[src/hw/rtl/i2cbm_pkg.sv]
`default_nettype none

package i2cbm_pkg;

    // configuration register indexes
    localparam logic [1:0] CFG_HALF_PERIOD = 2'd0;
    localparam logic [1:0] CFG_ACK_TIMEOUT = 2'd1;

    // reset values of the configuration registers
    localparam logic [15:0] HALF_PERIOD_RESET = 16'd40;
    localparam logic [7:0]  ACK_TIMEOUT_RESET = 8'd250;

    // bus command codes carried by a tick, the last two act as none
    typedef enum logic [2:0] {
        OP_NONE,
        OP_START,
        OP_STOP,
        OP_WRITE,
        OP_READ,
        OP_WAIT_ACK,
        OP_RSVD6,
        OP_RSVD7
    } t_op;

    // configuration seen by the bit engine
    typedef struct packed {
        logic [15:0] half_period_ticks;
        logic [7:0]  ack_timeout;
    } t_cfg;

    // one result item of the bit engine
    typedef struct packed {
        logic       scl_out;
        logic       sda_out;
        logic       sda_drive;
        logic       busy_res;
        logic       done_res;
        logic [7:0] rx_byte;
        logic       ack_failed;
    } t_result;

endpackage

`default_nettype wire

[src/hw/rtl/i2cbm_cfg.sv]
`default_nettype none

module i2cbm_cfg
    import i2cbm_pkg::*;
(
    input  wire logic        i_clk,
    input  wire logic        i_rst_n,
    input  wire logic        i_cfg_valid,
    input  wire logic [1:0]  i_cfg_index,
    input  wire logic [15:0] i_cfg_data,
    output t_cfg             o_cfg
);

    logic [15:0] r_half_period;
    logic [7:0]  r_ack_timeout;

    // register writes, unknown indexes ignored
    always_ff @(posedge i_clk) begin
        if (!i_rst_n) begin
            r_half_period <= HALF_PERIOD_RESET;
            r_ack_timeout <= ACK_TIMEOUT_RESET;
        end else if (i_cfg_valid) begin
            case (i_cfg_index)
                CFG_HALF_PERIOD: r_half_period <= i_cfg_data;
                CFG_ACK_TIMEOUT: r_ack_timeout <= i_cfg_data[7:0];
                default: ;
            endcase
        end
    end

    assign o_cfg.half_period_ticks = r_half_period;
    assign o_cfg.ack_timeout       = r_ack_timeout;

endmodule

`default_nettype wire

[src/hw/rtl/i2cbm_engine.sv]
`default_nettype none

module i2cbm_engine
    import i2cbm_pkg::*;
(
    input  wire logic       i_clk,
    input  wire logic       i_rst_n,
    input  wire logic       i_step,
    input  wire logic [2:0] i_operation,
    input  wire logic [7:0] i_tx_byte,
    input  wire logic       i_ack_after_read,
    input  wire logic       i_sda_in,
    input  wire t_cfg       i_cfg,
    output t_result         o_result
);

    typedef enum logic [3:0] {
        PH_IDLE,
        PH_START_A,
        PH_START_B,
        PH_STOP_A,
        PH_STOP_B,
        PH_WR_HIGH,
        PH_WR_LOW,
        PH_RD_LOW,
        PH_RD_HIGH,
        PH_ACK_LOW,
        PH_ACK_HIGH,
        PH_WA_LOW,
        PH_WA_HIGH,
        PH_WA_POLL
    } t_phase;

    t_phase      r_phase, n_phase;
    logic [3:0]  r_bit_index, n_bit_index;
    logic [7:0]  r_shift, n_shift;
    logic [15:0] r_delay, n_delay;
    logic [7:0]  r_wait, n_wait;
    logic [7:0]  r_received, n_received;
    logic        r_fail, n_fail;
    logic        r_scl, n_scl;
    logic        r_sda, n_sda;
    logic        r_drive, n_drive;
    logic        r_ack_latched, n_ack_latched;
    logic        n_done;
    logic [15:0] w_reload;

    // a zero half period behaves as one tick
    assign w_reload = (i_cfg.half_period_ticks == 16'd0) ? 16'd1 : i_cfg.half_period_ticks;

    // one tick of the bit engine
    always_comb begin
        n_phase       = r_phase;
        n_bit_index   = r_bit_index;
        n_shift       = r_shift;
        n_delay       = r_delay;
        n_wait        = r_wait;
        n_received    = r_received;
        n_fail        = r_fail;
        n_scl         = r_scl;
        n_sda         = r_sda;
        n_drive       = r_drive;
        n_ack_latched = r_ack_latched;
        n_done        = 1'b0;

        if (r_phase == PH_IDLE) begin
            // command decode, only while idle
            case (i_operation)
                OP_START: begin
                    {n_scl, n_sda, n_drive} = 3'b111;
                    n_phase = PH_START_A;
                    n_delay = w_reload;
                end
                OP_STOP: begin
                    {n_scl, n_sda, n_drive} = 3'b001;
                    n_phase = PH_STOP_A;
                    n_delay = w_reload;
                end
                OP_WRITE: begin
                    n_shift     = i_tx_byte;
                    n_bit_index = 4'd0;
                    {n_scl, n_sda, n_drive} = {1'b1, i_tx_byte[7], 1'b1};
                    n_phase = PH_WR_HIGH;
                    n_delay = w_reload;
                end
                OP_READ: begin
                    n_shift       = 8'd0;
                    n_bit_index   = 4'd0;
                    n_ack_latched = i_ack_after_read;
                    {n_scl, n_drive} = 2'b00;
                    n_phase = PH_RD_LOW;
                    n_delay = w_reload;
                end
                OP_WAIT_ACK: begin
                    n_fail = 1'b0;
                    n_wait = 8'd0;
                    {n_scl, n_sda, n_drive} = 3'b010;
                    n_phase = PH_WA_LOW;
                    n_delay = w_reload;
                end
                default: ;
            endcase
        end else if (r_phase == PH_WA_POLL) begin
            // poll for the slave pulling sda low
            if (!i_sda_in) begin
                {n_scl, n_sda, n_drive} = 3'b010;
                n_phase = PH_IDLE;
                n_done  = 1'b1;
            end else if (r_wait >= i_cfg.ack_timeout) begin
                n_fail = 1'b1;
                {n_scl, n_sda, n_drive} = 3'b001;
                n_phase = PH_STOP_A;
                n_delay = w_reload;
            end else begin
                n_wait = r_wait + 8'd1;
            end
        end else if (r_delay > 16'd1) begin
            n_delay = r_delay - 16'd1;
        end else begin
            // half period elapsed, move to the next phase
            n_delay = 16'd0;
            case (r_phase)
                PH_START_A: begin
                    {n_scl, n_sda, n_drive} = 3'b101;
                    n_phase = PH_START_B;
                    n_delay = w_reload;
                end
                PH_START_B: begin
                    {n_scl, n_sda, n_drive} = 3'b001;
                    n_phase = PH_IDLE;
                    n_done  = 1'b1;
                end
                PH_STOP_A: begin
                    {n_scl, n_sda, n_drive} = 3'b111;
                    n_phase = PH_STOP_B;
                    n_delay = w_reload;
                end
                PH_STOP_B: begin
                    n_phase = PH_IDLE;
                    n_done  = 1'b1;
                end
                PH_WR_HIGH: begin
                    {n_scl, n_drive} = 2'b01;
                    n_phase = PH_WR_LOW;
                    n_delay = w_reload;
                end
                PH_WR_LOW: begin
                    n_bit_index = r_bit_index + 4'd1;
                    n_shift     = {r_shift[6:0], 1'b0};
                    if (n_bit_index >= 4'd8) begin
                        n_phase = PH_IDLE;
                        n_done  = 1'b1;
                    end else begin
                        {n_scl, n_sda, n_drive} = {1'b1, r_shift[6], 1'b1};
                        n_phase = PH_WR_HIGH;
                        n_delay = w_reload;
                    end
                end
                PH_RD_LOW: begin
                    n_shift = {r_shift[6:0], i_sda_in};
                    {n_scl, n_drive} = 2'b10;
                    n_phase = PH_RD_HIGH;
                    n_delay = w_reload;
                end
                PH_RD_HIGH: begin
                    n_bit_index = r_bit_index + 4'd1;
                    if (n_bit_index >= 4'd8) begin
                        n_received = r_shift;
                        {n_scl, n_sda, n_drive} = {1'b0, ~r_ack_latched, 1'b1};
                        n_phase = PH_ACK_LOW;
                    end else begin
                        {n_scl, n_drive} = 2'b00;
                        n_phase = PH_RD_LOW;
                    end
                    n_delay = w_reload;
                end
                PH_ACK_LOW: begin
                    {n_scl, n_drive} = 2'b11;
                    n_phase = PH_ACK_HIGH;
                    n_delay = w_reload;
                end
                PH_ACK_HIGH: begin
                    {n_scl, n_drive} = 2'b01;
                    n_phase = PH_IDLE;
                    n_done  = 1'b1;
                end
                PH_WA_LOW: begin
                    {n_scl, n_sda, n_drive} = 3'b110;
                    n_phase = PH_WA_HIGH;
                    n_delay = w_reload;
                end
                PH_WA_HIGH: begin
                    n_phase = PH_WA_POLL;
                end
                default: begin
                    n_phase = PH_IDLE;
                end
            endcase
        end
    end

    // state registers, advanced once per tick
    always_ff @(posedge i_clk) begin
        if (!i_rst_n) begin
            r_phase       <= PH_IDLE;
            r_bit_index   <= 4'd0;
            r_shift       <= 8'd0;
            r_delay       <= 16'd0;
            r_wait        <= 8'd0;
            r_received    <= 8'd0;
            r_fail        <= 1'b0;
            r_scl         <= 1'b1;
            r_sda         <= 1'b1;
            r_drive       <= 1'b1;
            r_ack_latched <= 1'b0;
        end else if (i_step) begin
            r_phase       <= n_phase;
            r_bit_index   <= n_bit_index;
            r_shift       <= n_shift;
            r_delay       <= n_delay;
            r_wait        <= n_wait;
            r_received    <= n_received;
            r_fail        <= n_fail;
            r_scl         <= n_scl;
            r_sda         <= n_sda;
            r_drive       <= n_drive;
            r_ack_latched <= n_ack_latched;
        end
    end

    // result of this tick, taken by the output register
    assign o_result.scl_out    = n_scl;
    assign o_result.sda_out    = n_sda;
    assign o_result.sda_drive  = n_drive;
    assign o_result.busy_res   = (n_phase != PH_IDLE);
    assign o_result.done_res   = n_done;
    assign o_result.rx_byte    = n_received;
    assign o_result.ack_failed = n_fail;

`ifndef SYNTHESIS
    // timed phases always hold a live delay count
    a_delay_live: assert property (@(posedge i_clk) disable iff (!i_rst_n)
        (r_phase != PH_IDLE && r_phase != PH_WA_POLL) |-> (r_delay != 16'd0))
        else $error("timed phase with zero delay count");

    // bit counter never runs past one byte
    a_bit_range: assert property (@(posedge i_clk) disable iff (!i_rst_n)
        r_bit_index <= 4'd8)
        else $error("bit index beyond one byte");

    // state only moves on a tick
    a_hold: assert property (@(posedge i_clk) disable iff (!i_rst_n)
        !i_step |=> ($stable(r_phase) && $stable(r_delay) && $stable(r_shift)))
        else $error("engine state changed without a tick");

    // slave acknowledge ends the poll
    a_ack_seen: assert property (@(posedge i_clk) disable iff (!i_rst_n)
        (i_step && r_phase == PH_WA_POLL && !i_sda_in) |=> (r_phase == PH_IDLE))
        else $error("acknowledge not taken");
`endif

endmodule

`default_nettype wire

[src/hw/rtl/i2c_bit_master_top.sv]
// path: a transferred tick is held in the input register, and its result is registered in the
//   output register once that register is free
// throughput: one tick per cycle while i_stall does not hold back the output register
// reset: synchronous active-low i_rst_n; bus idle with scl/sda high and driven,
//   half period 40, ack timeout 250
`default_nettype none

module i2c_bit_master_top
    import i2cbm_pkg::*;
(
    input  wire logic        i_clk,
    input  wire logic        i_rst_n,
    // tick input channel
    input  wire logic        i_valid,
    output logic             o_stall,
    input  wire logic [2:0]  i_operation,
    input  wire logic [7:0]  i_tx_byte,
    input  wire logic        i_ack_after_read,
    input  wire logic        i_sda_in,
    // result channel
    output logic             o_valid,
    input  wire logic        i_stall,
    output logic             o_scl_out,
    output logic             o_sda_out,
    output logic             o_sda_drive,
    output logic             o_busy_res,
    output logic             o_done_res,
    output logic [7:0]       o_rx_byte,
    output logic             o_ack_failed,
    // configuration write channel
    input  wire logic        i_cfg_valid,
    output logic             o_cfg_ready,
    input  wire logic [1:0]  i_cfg_index,
    input  wire logic [15:0] i_cfg_data
);

    logic       r_in_valid;
    logic [2:0] r_in_operation;
    logic [7:0] r_in_tx_byte;
    logic       r_in_ack_after_read;
    logic       r_in_sda_in;
    logic       r_out_valid;
    t_result    r_out;
    t_result    w_result;
    t_cfg       w_cfg;
    logic       w_out_free;
    logic       w_step;
    logic       w_in_take;

    assign o_cfg_ready = 1'b1;

    // handshake: evaluate when the output register can take the result
    assign w_out_free = !r_out_valid || !i_stall;
    assign w_step     = r_in_valid && w_out_free;
    assign o_stall    = r_in_valid && !w_out_free;
    assign w_in_take  = i_valid && !o_stall;

    i2cbm_cfg u_cfg (
        .i_clk       (i_clk),
        .i_rst_n     (i_rst_n),
        .i_cfg_valid (i_cfg_valid),
        .i_cfg_index (i_cfg_index),
        .i_cfg_data  (i_cfg_data),
        .o_cfg       (w_cfg)
    );

    i2cbm_engine u_engine (
        .i_clk            (i_clk),
        .i_rst_n          (i_rst_n),
        .i_step           (w_step),
        .i_operation      (r_in_operation),
        .i_tx_byte        (r_in_tx_byte),
        .i_ack_after_read (r_in_ack_after_read),
        .i_sda_in         (r_in_sda_in),
        .i_cfg            (w_cfg),
        .o_result         (w_result)
    );

    // input register control
    always_ff @(posedge i_clk) begin
        if (!i_rst_n) begin
            r_in_valid <= 1'b0;
        end else if (w_in_take) begin
            r_in_valid <= 1'b1;
        end else if (w_step) begin
            r_in_valid <= 1'b0;
        end
    end

    // input register payload
    always_ff @(posedge i_clk) begin
        if (w_in_take) begin
            r_in_operation      <= i_operation;
            r_in_tx_byte        <= i_tx_byte;
            r_in_ack_after_read <= i_ack_after_read;
            r_in_sda_in         <= i_sda_in;
        end
    end

    // output register control
    always_ff @(posedge i_clk) begin
        if (!i_rst_n) begin
            r_out_valid <= 1'b0;
        end else if (w_step) begin
            r_out_valid <= 1'b1;
        end else if (!i_stall) begin
            r_out_valid <= 1'b0;
        end
    end

    // output register payload
    always_ff @(posedge i_clk) begin
        if (w_step) begin
            r_out <= w_result;
        end
    end

    assign o_valid      = r_out_valid;
    assign o_scl_out    = r_out.scl_out;
    assign o_sda_out    = r_out.sda_out;
    assign o_sda_drive  = r_out.sda_drive;
    assign o_busy_res   = r_out.busy_res;
    assign o_done_res   = r_out.done_res;
    assign o_rx_byte    = r_out.rx_byte;
    assign o_ack_failed = r_out.ack_failed;

endmodule

`default_nettype wire
[config.mk]
export PLATFORM = sky130hd
export DESIGN_NAME = i2c_bit_master_top
export DESIGN_NICKNAME = d
export VERILOG_FILES = /design/src/hw/rtl/i2cbm_pkg.sv /design/src/hw/rtl/i2cbm_cfg.sv /design/src/hw/rtl/i2cbm_engine.sv /design/src/hw/rtl/i2c_bit_master_top.sv
export SDC_FILE = /design/constraint.sdc
export NUM_CORES = 1
export LEC_CHECK = 0
export ABC_CLOCK_PERIOD_IN_PS = 3060
export BUFFER_PORTS_ARGS = -buffer_cell sky130_fd_sc_hd__buf_4
export CORE_ASPECT_RATIO = 1.75
export CORE_MARGIN = 2
export CORE_UTILIZATION = 55
export DETAILED_ROUTE_END_ITERATION = 8
export PLACE_DENSITY = 0.74
export SLEW_MARGIN = 20
export SYNTH_ARGS = -nofsm -noshare
export SYNTH_HDL_FRONTEND = slang
export SYNTH_SLANG_ARGS = --single-unit
[constraint.sdc]
create_clock -name i_clk -period 3.06 [get_ports i_clk]
set_clock_uncertainty 0.15 [all_clocks]
set_input_delay 0.612 -clock i_clk [delete_from_list [all_inputs] [get_ports i_clk]]
set_output_delay 0.612 -clock i_clk [all_outputs]
set_load 0.005 [all_outputs]
# Word level (Yosys, flattened, before mapping)
# Index checks and enable logic that the tools add are counted.
classes:
  addsub: 3
  n_mul: 0
  div_mod_pow: 0
  magnitude_cmp: 3
  eq_ne: 29
  shifts: 0
  muxes: 77
  bitwise: 1
  n_reduce_logical: 40
op_table:
  columns: ["cell", "n"]
  rows:
  - ["16-bit 2-to-1 mux", 8]
  - ["8-bit 2-to-1 mux", 13]
  - ["4-bit 2-to-1 mux", 11]
  - ["4-bit one-hot mux with 9 select lines", 1]
  - ["1-bit 2-to-1 mux", 32]
  - ["16-bit one-hot mux with 2 select lines", 1]
  - ["8-bit one-hot mux with 2 select lines", 2]
  - ["4-bit == test, second input constant", 6]
  - ["4-bit one-hot mux with 5 select lines", 1]
  - ["4-bit by 3-bit == test with 1-bit output, second input constant", 4]
  - ["16-bit by 1-bit > comparator with 1-bit output, second input constant", 1]
  - ["16-bit zero test", 1]
  - ["2-bit OR reduction", 8]
  - ["16-bit by 1-bit subtractor with 16-bit output, second input constant", 1]
  - ["5-bit AND reduction", 3]
  - ["5-bit OR reduction", 2]
  - ["3-bit OR reduction", 3]
  - ["8-bit by 1-bit adder with 8-bit output, second input constant", 1]
  - ["4-bit by 2-bit == test with 1-bit output, second input constant", 2]
  - ["8-bit greater-or-equal comparator", 1]
  - ["2-bit by 1-bit inequality test with 1-bit output, second input constant", 4]
  - ["1-bit one-hot mux with 4 select lines", 2]
  - ["2-bit nonzero test", 4]
  - ["7-bit OR reduction", 1]
  - ["26 further kinds", 40]
totals:
  register_bits: 106
  latch_bits: 0
  ramBits: 0
  romBits: 0
  output_inout_bits: 17
  memories: 0

# Depth between registers and ports, before layout
# Gate-level depths: netlist of the first run.
logic_depth:
  depth_word: 8
  mapped_depth: 9

# Cells and area by module
# A second synthesis of the first run with hierarchy kept.
unflattened:
  cells_unflattened: 656
  hier_area_um2: 5778.0
by_module_without_submodules:
  columns: ["mod", "instances", "cells_per_inst", "area_per_inst_um2", "seq_area_each_um2"]
  rows:
  - ["i2cbm_engine", 1, 517, 3885.0, 1061.0]
  - ["i2cbm_cfg", 1, 102, 987.2, 480.5]
  - ["i2c_bit_master_top", 1, 37, 905.9, 850.8]

# Worst setup path before layout of the first run
# Ideal clock, no wire load.
synth_path:
  kind: "register -> register"
  start: "reg u_engine.r_delay[0]"
  end: "reg r_out, in the netlist o_busy_res, data pin"
  arrival_ps: 2256
  slack_ps: 369
  stages_incl_launch_ff: 9
  path_buffers: 1
  synth_period_minus_slack_ps: 2691
  cell_sequence: "dfxtp_1 > inv_1 > ha_1 > o211ai_1 > nand2b_1 > clkbuf_1 > a211oi_1 > a2111oi_0 > nand4_1"
synth_rtl:
  columns: ["item", "line", "source"]
  rows:
  - ["start, declared", "i2cbm_engine.sv:37", "logic [15:0] r_delay, n_delay;"]
  - ["start signal, assigned", "i2cbm_engine.sv:220", "r_delay <= n_delay;"]
  - ["end signal, assigned", "i2c_bit_master_top.sv:114", "r_out <= w_result;"]
  - ["end, declared", "i2c_bit_master_top.sv:43", "t_result r_out;"]

# Final worst setup path of the first run
layout_path:
  start: "reg u_engine.r_delay[8]"
  end: "reg r_out, in the netlist o_scl_out, data pin"
layout_between:
  elab_chain_len: 4
layout_lines:
  columns: ["item", "line", "source"]
  rows:
  - ["16-bit by 1-bit > comparator with 1-bit output", "i2cbm_engine.sv:117", "end else if (r_delay > 16'd1) begin"]
  - ["1-bit 2-to-1 mux", "i2cbm_engine.sv:117", null]
  - ["1-bit 2-to-1 mux", "i2cbm_engine.sv:103", "end else if (r_phase == PH_WA_POLL) begin"]
  - ["1-bit 2-to-1 mux", "i2cbm_engine.sv:66", "if (r_phase == PH_IDLE) begin"]
  - ["net u_engine.n_scl", "i2cbm_engine.sv:41", "logic r_scl, n_scl;"]
# The timed path passes the listed nets, and every way through them passes these cells.
# A chain may end at the register's enable or synchronous reset.

==> PnR_summary.wiki, run 1 <==
{| class="wikitable"
! Metric !! Value
|-
| Core outline area || 9729 µm²
|-
| Clock tree from TritonCTS || done
|-
| Post-CTS Hold Buffers || 0
|-
| Net total in the final layout || 716
|-
| Inserted Clock Buffers || 9
|-
| Die Y-Extent || 135.4 µm
|-
| I/O pin count || 53
|-
| Setup Crit Path Kind || flip-flop to flip-flop
|-
| Wire length of the first global-routing pass || 23,720 µm
|-
| Length in cells of the worst reg-to-reg path || 7
|-
| Reg-to-reg slack, setup || 0.25 ns
|-
| Minimum hold slack || roughly 0.28 ns
|-
| Vias in the first global route || between 4,000 and 5,000
|-
| Later-pin clock latency in the skew report || 0.35 ns
|-
| Number of distinct standard cells referenced by the synthesized netlist || just over 70
|-
| Source of the worst register-to-register timing path || u_engine.r_delay[8]$_SDFFE_PN0P_
|-
| Portion of netlist area occupied by mux cells || under 10%
|-
| Post-synthesis async set-or-reset flop share || 0%
|-
| Inst Count DP || 782
|-
| Actual transition at the worst max-transition pin || 0.9323 ns
|-
| Number of synthesized register bits || 106
|-
| RR Endpoint || o_scl_out$_DFFE_PP_
|-
| Basic-gate share of the synthesized area counting and, or, nand and nor cells || 21.87%
|-
| Clk pin slew, worst setup/hold paths || approximately 0.080 ns
|-
| Slew Viols, Final || 0
|-
| Sum of negative setup slack || 0 ns
|-
| Synth Instances || between 600 and 700
|-
| Startpoint kind of the worst setup timing path || flip-flop
|-
| Final instance count without filler cells || 798
|-
| Placement row count || 48
|-
| Synthesis-to-layout area growth || 16.48%
|-
| Worst relative slew slack || 37.63%
|-
| Setup bufs post-CTS || 0
|-
| DRC violation count after routing || 0
|-
| Maximum number of pins on one net before global-route repair || 35
|-
| Clock period minus final worst setup slack || 2.808 ns
|-
| Post-route fraction of the period consumed by the critical path || roughly nine tenths
|-
| Synth Area in Compound Gates || between 20% and 30%
|-
| Global placer's final weighted congestion || between 0.9 and 1
|-
| Status || finished, final reports clean
|-
| Count of flip-flops with a built-in enable after synthesis || 27
|-
| Setup-failing EPs final || 0
|-
| Fraction of layout instances using a drive strength above 1 || approximately 18%
|-
| Worst hold path type || primary input to flip-flop
|-
| Static Leakage || 0.002515 µW
|-
| Syn nets || about 660
|-
| Antenna violations before repair || 0
|-
| Max-cap violations || 0
|-
| Initial core utilization || 55.80%
|-
| HPWL after detailed placement || 10,870 µm
|-
| Clk root buf || clkbuf_16
|-
| CTS-repair resized insts || 0
|-
| DR WL/cell || 18.35 µm
|-
| Worst EP arrival || 2.75 ns
|-
| Dominant combinational cell family by area after synthesis || compound AO/OA/AOI/OAI gates
|-
| Final WS setup || 0.2516 ns
|-
| Syn_area_per_cell || a little under 9 µm²
|-
| Unrepaired setup endpoints after global routing || no
|-
| Adder-Cell Fraction of Synth Area || 2.766%
|-
| Fraction of synthesized cell area in xor and xnor cells || 1.129%
|-
| Total grt overflow || 0
|-
| Power density normalized to cell area || 556.3 nW/µm²
|-
| Port Buffer Count || 51
|-
| Filler cell count in the final layout || 855
|-
| Worst slack after detailed placement || around 0.31 ns
|-
| Width of the die || roughly 79 µm
|-
| Highest fanout seen on the critical path || 8
|-
| Worst setup startpoint || u_engine.r_delay[8]$_SDFFE_PN0P_
|-
| Vias after detailed routing || about 5,100
|-
| Final hold vios || 0
|-
| Average vias per placed instance || 6.333
|-
| Sink count of the clock tree || between 100 and 150
|-
| Post-DRT Antenna Nets || 0
|-
| Largest voltage drop on the vdd net || 0.0003707 V
|-
| Number of violations reported at the end of detailed-routing iteration 0 || 431
|-
| Critical Path Sink Type || flip-flop
|-
| Number of H-tree levels || 3
|-
| Proportion of synthesized chip area in sequential cells || 44.07%
|-
| Synthesized cell area || 5429 µm²
|-
| Highest clock rate || 356.1 MHz
|-
| Total routing usage reported by global routing || 28.42%
|-
| Crit path to || o_scl_out$_DFFE_PP_
|-
| Synth Warn # || 0
|-
| Final Routed Wirelength || 14,640 µm
|-
| Count of antenna diodes in the layout || 0
|-
| First drt pass iteration count || 6
|-
| Die Outline Area || ~11,000 µm²
|-
| Maximum count of clock buffers along a single path || 2
|-
| Required time of the worst setup path || 3.00 ns
|-
| Main flop type after synthesis || dfxtp_1
|}
## registers in the layout (all words and copies together) (netlist names), 8 cells and up
signal / count
o_rx_byte: 8
u_engine.r_shift: 8
u_cfg.r_ack_timeout: 8
u_engine.r_received: 8
r_in_tx_byte: 8
u_engine.r_delay: 16
u_engine.r_wait: 8
u_cfg.r_half_period: 16
## cells in the final DEF (no fill, tap or decap), types with 10 or more instances in the layout
master and instances:
a21oi_1 46, edfxtp_1 27, nor4_1 11, dfxtp_1 79, nor2_1 51, nand2b_1 12
buf_4 82, o21ai_0 25, inv_1 14, a211oi_1 18, a31oi_1 17, mux2i_1 10
nand3_1 19, ha_1 12, nand2_1 70, nor3_1 21
## where the power goes
part / leakage [µW] / switching (µW) / internal (µW)
Combinational: 0.00147 / 504 / 326
Clock: 0.000141 / 552 / 573
Sequential: 0.000901 / 60.3 / 1500
Total: 0.00252 / 1120 / 2400
## through the flow
stage | cell area, µm² | total power, µW | utilization, %
finish | 6324 | 3518 | 64.99
global route | 6324 | 3663 | 64.99
CTS | 6324 | 3517 | 64.99
detailed placement | 6028 | 2401 | 61.96
global placement | 6028 | 2389 | 61.96
floorplan | 5429 | 2102 | -
## Yosys cell counts, types with 3 or more instances
master,count,area share (%)
buf_1,3,0.21
o32ai_1,5,0.81
a21o_1,6,0.83
o31ai_1,4,0.55
nand3b_1,3,0.41
nand2b_1,12,1.4
nor3_1,21,1.9
nor4_1,11,1.3
and3_1,8,0.92
dfxtp_1,79,29
a221oi_1,6,0.97
clkbuf_1,30,2.1
mux2i_1,10,1.8
o211ai_1,9,1.2
a21oi_1,46,4.2
mux2_2,7,1.5
a311oi_1,3,0.48
o21a_1,7,0.97
o311a_1,3,0.55
edfxtp_1,27,15
inv_1,15,1.0
buf_2,6,0.55
a211oi_1,18,2.5
nor2_1,51,3.5
a31oi_1,17,2.0
xor2_1,5,0.81
a22oi_1,8,1.1
and4b_1,3,0.55
ha_1,12,2.8
nand2_1,70,4.8
or3_1,5,0.58
and2_1,4,0.46
nor2b_1,5,0.58
or2_2,4,0.46
o21ai_0,25,2.3
nand4_1,5,0.58
nand3_1,19,1.8
## worst max-delay path, stage by stage (launching register included)
cell and delay [ns]:
dfxtp_1 0.37, or4_1 0.64, nor3_2 0.19, nand2b_1 0.19, buf_4 0.22, o311a_1 0.35, nor3_1 0.32, a21oi_1 0.12
## logic make-up after synthesis
family | count (synthesis)
AND/OR/NAND/NOR | 237
AO/OA/AOI/OAI | 178
XOR/XNOR | 7
multiplexers | 19
buffers and inverters | 56
adder cells (fa/ha/maj) | 12
other | 1
flip-flops | 106
## metal layers
layer	part of all wire, %	up-vias	GRT usage, %
met2	54	220	51.93
met4	4.4	0	16.19
met5	0	-	0
met3	5.0	50	3.867
li1	-	2402	-
met1	36	2382	30.72
## layout make-up
class                   instances  area (µm²)  share of cell area (%)
inverters                      15       56.30                  0.8904
multi-input cells             454        2808                   44.40
well taps                     125       156.4                   2.473
repair buffers                 82       615.6                   9.735
clock buffers                   9       225.2                   3.562
clock inverters                 7       70.07                   1.108
flip-flops and latches        106        2392                   37.83
## worst min path at each step
stage,from,end,slack (ns),cells after the start
final,i_tx_byte[4],r_in_tx_byte[4]$_DFFE_PP_,0.28,1
after global routing,i_operation[2],r_in_operation[2]$_DFFE_PP_,0.27,1
after CTS,i_operation[2],r_in_operation[2]$_DFFE_PP_,0.27,1
after detailed placement,u_cfg.r_ack_timeout[2]$_SDFFE_PN0P_,u_cfg.r_ack_timeout[2]$_SDFFE_PN0P_,0.31,2
after global placement,u_cfg.r_ack_timeout[2]$_SDFFE_PN0P_,u_cfg.r_ack_timeout[2]$_SDFFE_PN0P_,0.30,2
after floorplan,u_engine.r_delay[11]$_SDFFE_PN0P_,u_engine.r_delay[11]$_SDFFE_PN0P_,0.28,2
No activity file was read; power rests on OpenSTA's default activity.
==> run 2, diff against run 1 <==
--- a/config.mk
+++ b/config.mk
@@ -12,6 +12,7 @@
 export CORE_UTILIZATION = 55
 export DETAILED_ROUTE_END_ITERATION = 8
 export PLACE_DENSITY = 0.74
+export SETUP_SLACK_MARGIN = 0.5
 export SLEW_MARGIN = 20
 export SYNTH_ARGS = -nofsm -noshare
 export SYNTH_HDL_FRONTEND = slang
==> run 2 against run 1 <==
Against the previous run: power rose by 4.6%; sequential power is essentially flat; worst setup slack gained 0.25 ns; flip-flop and latch count did not move; utilization rose by 2.5 points; first-iteration DRC count fell by 6.0%; register-to-register slack better by 0.25 ns; non-clock buffer count rose by 12; final cell count grew 1.6%; cell area is 3.8% higher; critical path type unchanged; critical endpoint is now u_engine.r_sda$_SDFFE_PN1P_.
==> PnR_summary.wiki, run 2 (synthesized netlist as in run 1, its figures left out) <==
{| class="wikitable"
! Metric !! Value
|-
| Post-DRT Antenna Nets || 0 (unchanged)
|-
| Net total in the final layout || 729 (+1.8%)
|-
| DR WL/cell || 19.29 µm (+5.2%)
|-
| Unrepaired setup endpoints after global routing || yes
|-
| Average vias per placed instance || 6.355 (+0.34%)
|-
| Inserted Clock Buffers || 9 (unchanged)
|-
| Static Leakage || 0.002615 µW (+3.9%)
|-
| Max-cap violations || 0 (unchanged)
|-
| Placement row count || 48 (unchanged)
|-
| Highest clock rate || 390.9 MHz (+9.8%)
|-
| Port Buffer Count || 51 (unchanged)
|-
| Wire length of the first global-routing pass || 24,780 µm (+4.4%)
|-
| Initial core utilization || 55.80% (unchanged)
|-
| I/O pin count || 53 (unchanged)
|-
| Die Outline Area || 10,710 µm² (unchanged)
|-
| Number of violations reported at the end of detailed-routing iteration 0 || 405 (-6.0%)
|-
| HPWL after detailed placement || 11,460 µm (+5.4%)
|-
| Clock tree from TritonCTS || done
|-
| Number of H-tree levels || 3 (unchanged)
|-
| Startpoint kind of the worst setup timing path || flip-flop
|-
| Most common cell after layout, fill and taps aside || buf_4
|-
| Fraction of layout instances using a drive strength above 1 || 22.45% (+4.8 points)
|-
| Width of the die || 79.11 µm (unchanged)
|-
| Sink count of the clock tree || 106 (unchanged)
|-
| Critical Path Sink Type || flip-flop
|-
| Final Routed Wirelength || 15,650 µm (+6.9%)
|-
| DRC violation count after routing || 0 (unchanged)
|-
| Finished Cell Area || 6565 µm² (+3.8%)
|-
| NetSw || 1163 µW (+4.2%)
|-
| Clk pin slew, worst setup/hold paths || 0.07 ns (about the same)
|-
| Worst relative slew slack || 57.97% (+20 points)
|-
| Core outline area || 9729 µm² (unchanged)
|-
| Cell internal power dissipation || 2518 µW (+4.8%)
|-
| Vias after detailed routing || 5,154 (+2.0%)
|-
| Clock network fraction of total power || 32.0% (about the same)
|-
| Worst hold path type || primary input to flip-flop
|-
| Slew Viols, Final || 0 (unchanged)
|-
| Post-route fraction of the period consumed by the critical path || 83.60% (-8.2 points)
|-
| Maximum number of pins on one net before global-route repair || 31 (-11%)
|-
| Cell area reported after detailed placement || 6062 µm² (+0.56%)
|-
| Sum of negative setup slack || 0 ns (unchanged)
|-
| Registers with the most flip-flops || u_cfg.r_half_period (16), u_engine.r_delay (16)
|-
| First drt pass iteration count || 6 (unchanged)
|-
| Die Y-Extent || 135.4 µm (unchanged)
|-
| Actual transition at the worst max-transition pin || 0.6296 ns (-0.3027 ns)
|-
| Combinational cell fraction of total power || 25.5% (+1.9 points)
|-
| Total routing usage reported by global routing || 29.62% (+1.2 points)
|-
| Reg-to-reg slack, setup || 0.50 ns (+0.25 ns)
|-
| Final hold vios || 0 (unchanged)
|-
| Required time of the worst setup path || 3.15 ns (+0.15 ns)
|-
| Setup Crit Path Kind || flip-flop to flip-flop
|-
| Later-pin clock latency in the skew report || 0.35 ns (about the same)
|-
| Antenna violations before repair || 0 (unchanged)
|-
| Setup-failing EPs final || 0 (unchanged)
|-
| Highest fanout seen on the critical path || 7 (-1)
|-
| Switching share of power || 31.60% (-0.13 points)
|-
| Sequential share of power || 42.5% (-1.9 points)
|-
| Largest voltage drop on the vdd net || 0.0003167 V (-15%)
|-
| Cell with the largest stage delay on the worst path || or4_4
|-
| Power density normalized to cell area || 560.7 nW/µm² (+0.79%)
|-
| Global placer's final weighted congestion || 0.9955 (+2.4%)
|-
| Worst EP arrival || 2.65 ns (-0.10 ns)
|-
| Total grt overflow || 0 (unchanged)
|-
| Worst-path cell chain || or4_4, or3_4, nor2_1, a31oi_1, a221o_1
|-
| Longest individual stage delay on the worst path || 0.56 ns (-0.08 ns)
|-
| Maximum count of clock buffers along a single path || 2 (unchanged)
|-
| Minimum hold slack || 0.2834 ns (+0.003034 ns)
|-
| Commonest cells after routing, fill and taps aside || 91 x buf_4, 74 x dfxtp_1, 70 x nand2_1
|-
| Clk root buf || clkbuf_16
|-
| Vias in the first global route || 5,055 (+2.8%)
|-
| Status || finished, final reports clean
|-
| Count of antenna diodes in the layout || 0 (unchanged)
|-
| Post-CTS Hold Buffers || 0 (unchanged)
|-
| Clock period minus final worst setup slack || 2.558 ns (-0.2503 ns)
|-
| Synthesis-to-layout area growth || 20.93%
|}
run 2: cell count changes in the layout (fill, tap and decap cells not counted), moves of 2 or more:
cell | previous run | this run
buf_4 | 82 | 91
dfxtp_1 | 79 | 74
dfxtp_2 | 0 | 4
buf_6 | 0 | 2
ha_1 | 12 | 10
ha_2 | 0 | 2
nor3_1 | 21 | 19
o21a_1 | 7 | 5
or3_1 | 5 | 3
or3_4 | 0 | 2
run 2: what timing repair did:
item | CTS | global route
pin swaps | 3 | 7
buffers inserted | 3 | 8
cloned | 0 | 1
endpoints found under the setup margin | 39 | 42
resized for setup | 11 | 17
run 2: path summary, 6_finish.rpt:
kind,start,endpoint,cells after the start
setup / recovery,u_engine.r_delay[9]$_SDFFE_PN0P_,u_engine.r_sda$_SDFFE_PN1P_,5
hold / removal,i_tx_byte[4],r_in_tx_byte[4]$_DFFE_PP_,1
setup reg to reg,u_engine.r_delay[9]$_SDFFE_PN0P_,u_engine.r_sda$_SDFFE_PN1P_,5
hold reg to reg,u_cfg.r_ack_timeout[2]$_SDFFE_PN0P_,u_cfg.r_ack_timeout[2]$_SDFFE_PN0P_,2
run 2: metal layers:
metal | part of all wire (%) | track usage (%) | up-vias
li1 | - | - | 2425
met2 | 55 | 56.36 | 208
met4 | 4.1 | 15.04 | 0
met3 | 4.3 | 3.867 | 56
met1 | 37 | 30.90 | 2465
met5 | 0 | 0 | -
run 2: power groups by stage:
stage          Clock (µW)  Combinational, µW  Sequential (µW)
2_1_floorplan           0                544             1570
3_3_place_gp            0                811             1590
3_5_place_dp            0                823             1590
4_1_cts              1190                865             1560
5_1_grt              1250               1010             1570
6_report             1180                937             1570
run 2: critical path: cells and delay by family (launching register included):
| kind | cells | cell delay, ns |
|---|---|---|
| AOI/OAI and AO/OA | 2 | 0.60 |
| and+or+nand+nor | 3 | 1.33 |
| DFF | 1 | 0.36 |
run 2: final cells by class:
class	instances	area, µm²
Clock buffer	10	250.2
Clock inverter	6	62.56
Fill cell	814	3164
Inverter	15	56.30
Multi-Input combinational cell	455	2913
Sequential cell	106	2401
Tap cell	125	156.4
Timing Repair Buffer	94	725.7
run 2: through the flow:
stage          total power (µW)  std cells  util, %  setup WS (ns)
3_5_place_dp               2418        783    62.31         0.2645
4_1_cts                    3619        802    66.19         0.4987
5_1_grt                    3827        811    67.48         0.4495
3_3_place_gp               2403        783    62.31         0.3765
6_report                   3681        811    67.48         0.5019
2_1_floorplan              2115        616        -         0.4762
